## src/rtl/skt_pkg.sv

```systemverilog
// Package for the sorted key table: request and status codes, entry and
// cell command types, default parameter values. No dependencies.
package skt_pkg;

    localparam int CAPACITY_DEF  = 1024;
    localparam int KEY_BYTES_DEF = 8;

    typedef enum logic [2:0] {
        REQ_INSERT = 3'd0,
        REQ_DELETE = 3'd1,
        REQ_LOOKUP = 3'd2,
        REQ_READ   = 3'd3,
        REQ_CLEAR  = 3'd4
    } req_t;

    typedef enum logic [2:0] {
        ST_OK       = 3'd0,
        ST_DUP      = 3'd1,
        ST_NOTFOUND = 3'd2,
        ST_FULL     = 3'd3,
        ST_RANGE    = 3'd4
    } status_t;

    typedef struct packed {
        logic [31:0] time_val;
        logic [63:0] key;
        logic        del;
    } entry_t;

    typedef struct packed {
        logic ins;
        logic set_del;
        logic clr_del;
    } cell_cmd_t;

endpackage

```

## src/rtl/skt_cell.sv

```systemverilog
// One table slot: holds an entry, compares it with the current request
// and shifts up from its lower neighbor on insert. Uses skt_pkg.
module skt_cell
    import skt_pkg::*;
#(
    parameter int INDEX = 0,
    parameter int CW    = 11
)
(
    input  logic          clk,
    input  logic [CW-1:0] count,
    input  logic [31:0]   req_time,
    input  logic [63:0]   req_key,
    input  cell_cmd_t     cmd,
    input  entry_t        prev_entry,
    input  logic          prev_lt,
    output entry_t        entry,
    output logic          lt,
    output logic          eq
);

    entry_t entry_reg;
    entry_t entry_next;
    logic   valid;

    assign valid = 32'(INDEX) < 32'(count);
    assign lt = valid && ((entry_reg.time_val < req_time) ||
                ((entry_reg.time_val == req_time) && (entry_reg.key < req_key)));
    assign eq = valid && (entry_reg.time_val == req_time) && (entry_reg.key == req_key);
    assign entry = entry_reg;

    always_comb
    begin
        entry_next = entry_reg;
        if (cmd.ins && !lt)
        begin
            if (prev_lt)
            begin
                entry_next.time_val = req_time;
                entry_next.key      = req_key;
                entry_next.del      = 1'b0;
            end
            else
            begin
                entry_next = prev_entry;
            end
        end
        else if (cmd.set_del && eq)
        begin
            entry_next.del = 1'b1;
        end
        else if (cmd.clr_del && eq)
        begin
            entry_next.del = 1'b0;
        end
    end

    always_ff @(posedge clk)
    begin
        entry_reg <= entry_next;
    end

endmodule

```

## config.mk

```make
export PLATFORM = sky130hd
export DESIGN_NAME = skt_cell
export DESIGN_NICKNAME = d
export VERILOG_FILES = /design/src/rtl/skt_pkg.sv /design/src/rtl/skt_cell.sv
export SDC_FILE = /design/constraint.sdc
export NUM_CORES = 1
export LEC_CHECK = 0
export BUFFER_PORTS_ARGS = -buffer_cell sky130_fd_sc_hd__clkbuf_2
export CORE_AREA = 4 4 123 125
export CTS_CLUSTER_DIAMETER = 150
export DETAILED_ROUTE_END_ITERATION = 10
export DIE_AREA = 0 0 127 129
export GPL_ROUTABILITY_DRIVEN = 0
export PLACE_DENSITY = 0.81
export SYNTH_ARGS = -nofsm -noshare
export SYNTH_HDL_FRONTEND = slang
export SYNTH_SLANG_ARGS = --single-unit
```

## constraint.sdc

```tcl
create_clock -name clk -period 12 [get_ports clk]
set_input_delay 1.8 -clock clk [delete_from_list [all_inputs] [get_ports clk]]
set_output_delay 1.8 -clock clk [all_outputs]
set_load 0.02 [all_outputs]
```

==> reports/qor.csv <==
metric;value;unit
status;finished clean;
syn_nets;873;
dpl hpwl;14.6;mm
Tmin final;5960;ps
Die ar.;16400;um2
initial DRC count;273;
Post-DRT Antenna Nets;0;
PD cells;104;nW/um2
ratio of cells with drive above 1 in the final layout;48.3;%
Post-CTS Hold Fix Bufs;0;
vias in the first global route;5506;
final setup fails;0;
PostCTS Resize Cnt;0;
Leakage;4.27;nW
via count;5410;
Worst-path clk slew;70;ps
largest net degree at the start of global routing;74;
largest cells by area after synthesis;edfxtp_1, ha_1, mux2_2;
required time of the worst setup path;10200;ps
Post-Syn Area per Cell;11.6;um2
adder-cell share of the synthesized area;18.2;%
Pwr Total;0.896;mW
FP Rows;43;
top_reg_cell synth;edfxtp_1;
unrepaired setup endpoints after global routing;no;
All-Layer GR Usage;20.8;%
Max VDD drop;0.0661;mV
EDFF count, synth;97;
max reg flops;97;
FF-to-FF Start;entry[64];
Starting Density;47.7;%
Post-Synth Simple-Gate Area;7.47;%
Bufs on Longest Clock Path;2;
fraction of registers with async set/reset;0;%
Setup Buffers After CTS;0;
initial antenna violation count;0;
Worst R2R Setup Slack;7630;ps
sequential cell area fraction in the yosys report;44.0;%
total CTS buffers;9;
flops & latches, synth;97;
Area Overhead vs Synth;30.5;%
crit path max fanout;4;
Slew HR;25.5;%
Fin. Hold Viols;0;
Critical Path AT;4160;ps
HP Start;entry[67];
top cell type by total area after synthesis;edfxtp_1;
setup TNS;0;ps
Reg2Reg Depth;9;
Tightest Pin Transition;1120;ps
Crit Path Class;input port to output pin;
fin crit share;49.6;%
post-place setup slack;5940;ps
Antenna diodes;0;
die width;127;um
Post-Syn Area;6620;um2
H-tree levels;3;
CTS sink count;97;
hold depth;5;
Crit Reg-Reg Endpoint;entry[0];
boundary pin count;308;
CTS root buf;clkbuf_16;
hold endpoint;entry[0];
most frequent cell after synthesis;inv_1;
Yosys Warn Count;0;
clk_lat worst skew;340;ps
nets;1182;
Filler cells;1155;
multiplexer area fraction after synthesis;16.5;%
crit end category;output pin;
grt ovf;0;
CTS tree;done;
Max Freq;168;MHz
Unique masters post-synth;39;
WL per Instance;16.6;um
PortBufs;307;
Syn Inst Count;568;
Yosys top cell area share;44.0;%
# DRC;0;
xor-xnor portion of the synthesized cell area;0;%
final worst slack;6040;ps
min-delay worst type;flop to flop;
Die Y;129;um
CP startpoint kind;input port;
Core Box Area;13900;um2
Post-Route WL;17.6;mm
commonest cells in the synthesized netlist;inv_1, edfxtp_1, ha_1, mux2_2, a21oi_1;
first-pass GRT wire length;26.8;mm
Max-Cap Viols;0;
largest family of logic cells by synthesized area;adder cells;
crit path launch;req_key[47];
Compound-Gate Fraction of Synth Area;7.56;%
clk_skew;9.29;ps
Slew Limit Fails;0;
vias per cell;5.09;
drt first pass iters;5;
[layout make-up]
class,count,area (um2),share of cell area [%]
well taps,180,225,2.61
repair buffers,309,1550,18.0
multi-input cells,360,3300,38.2
flip-flops and latches,97,2910,33.7
clock buffers,10,229,2.65
inverters,100,375,4.35
clock inverters,6,35.0,0.406
[worst max-delay path, cell delays in order]
cell,delay [ps]
clkbuf_2,90
inv_1,40
ha_1,300
nand4_1,170
or4_1,590
nor3_1,250
nand4_1,220
nor4_2,440
clkbuf_2,240
[where the power goes]
group | internal, mW | switching [mW]
Sequential | 0.404 | 0.0121
Combinational | 0.0955 | 0.117
Clock | 0.139 | 0.129
[per-layer routing]
metal,vias to the layer above,global-route usage (%),routed length [um]
li1,2724,-,-
met1,2443,25.0,7100
met2,215,36.7,8770
met3,28,4.73,1320
met4,0,7.57,412
met5,-,0,0
[worst max-delay path by stage]
stage / to / slack [ps]
after floorplan: entry[0] / 2790
after global placement: entry[0] / 6030
after detailed placement: entry[0] / 5940
after CTS: eq / 6000
after global routing: eq / 5860
final: eq / 6040
[through the flow]
step	hold slack (ps)	cell area, um2	instances	utilization [%]
2_1_floorplan	1190	6620	568	-
3_3_place_gp	1060	8370	1046	60.3
3_5_place_dp	1080	8370	1046	60.3
4_1_cts	1090	8630	1062	62.2
5_1_grt	1160	8630	1062	62.2
6_report	1100	8630	1062	62.2
[placed cells by master (no fill, tap or decap), drive strengths merged, types with 2 or more instances in the layout]
cell      instances
clkinv            3
clkinvlp          3
or4               2
a31oi             2
a21o              5
o21ai            15
nand4            21
a221oi            4
a22oi             2
a21oi            38
o211ai            3
nor2              6
ha               96
o21a              4
nand2            22
inv             100
nor3              6
buf               3
nor2b             3
clkbuf          316
nand2b            3
nor4              8
o31ai             2
nand3             9
mux2             96
edfxtp           97
and4              5
[logic make-up after synthesis]
group	after synthesis
compound gates	80
mux	97
simple gates	87
buf+inv	111
flops	97
fa+ha+maj	96
Power figures use the tool's default switching activity.
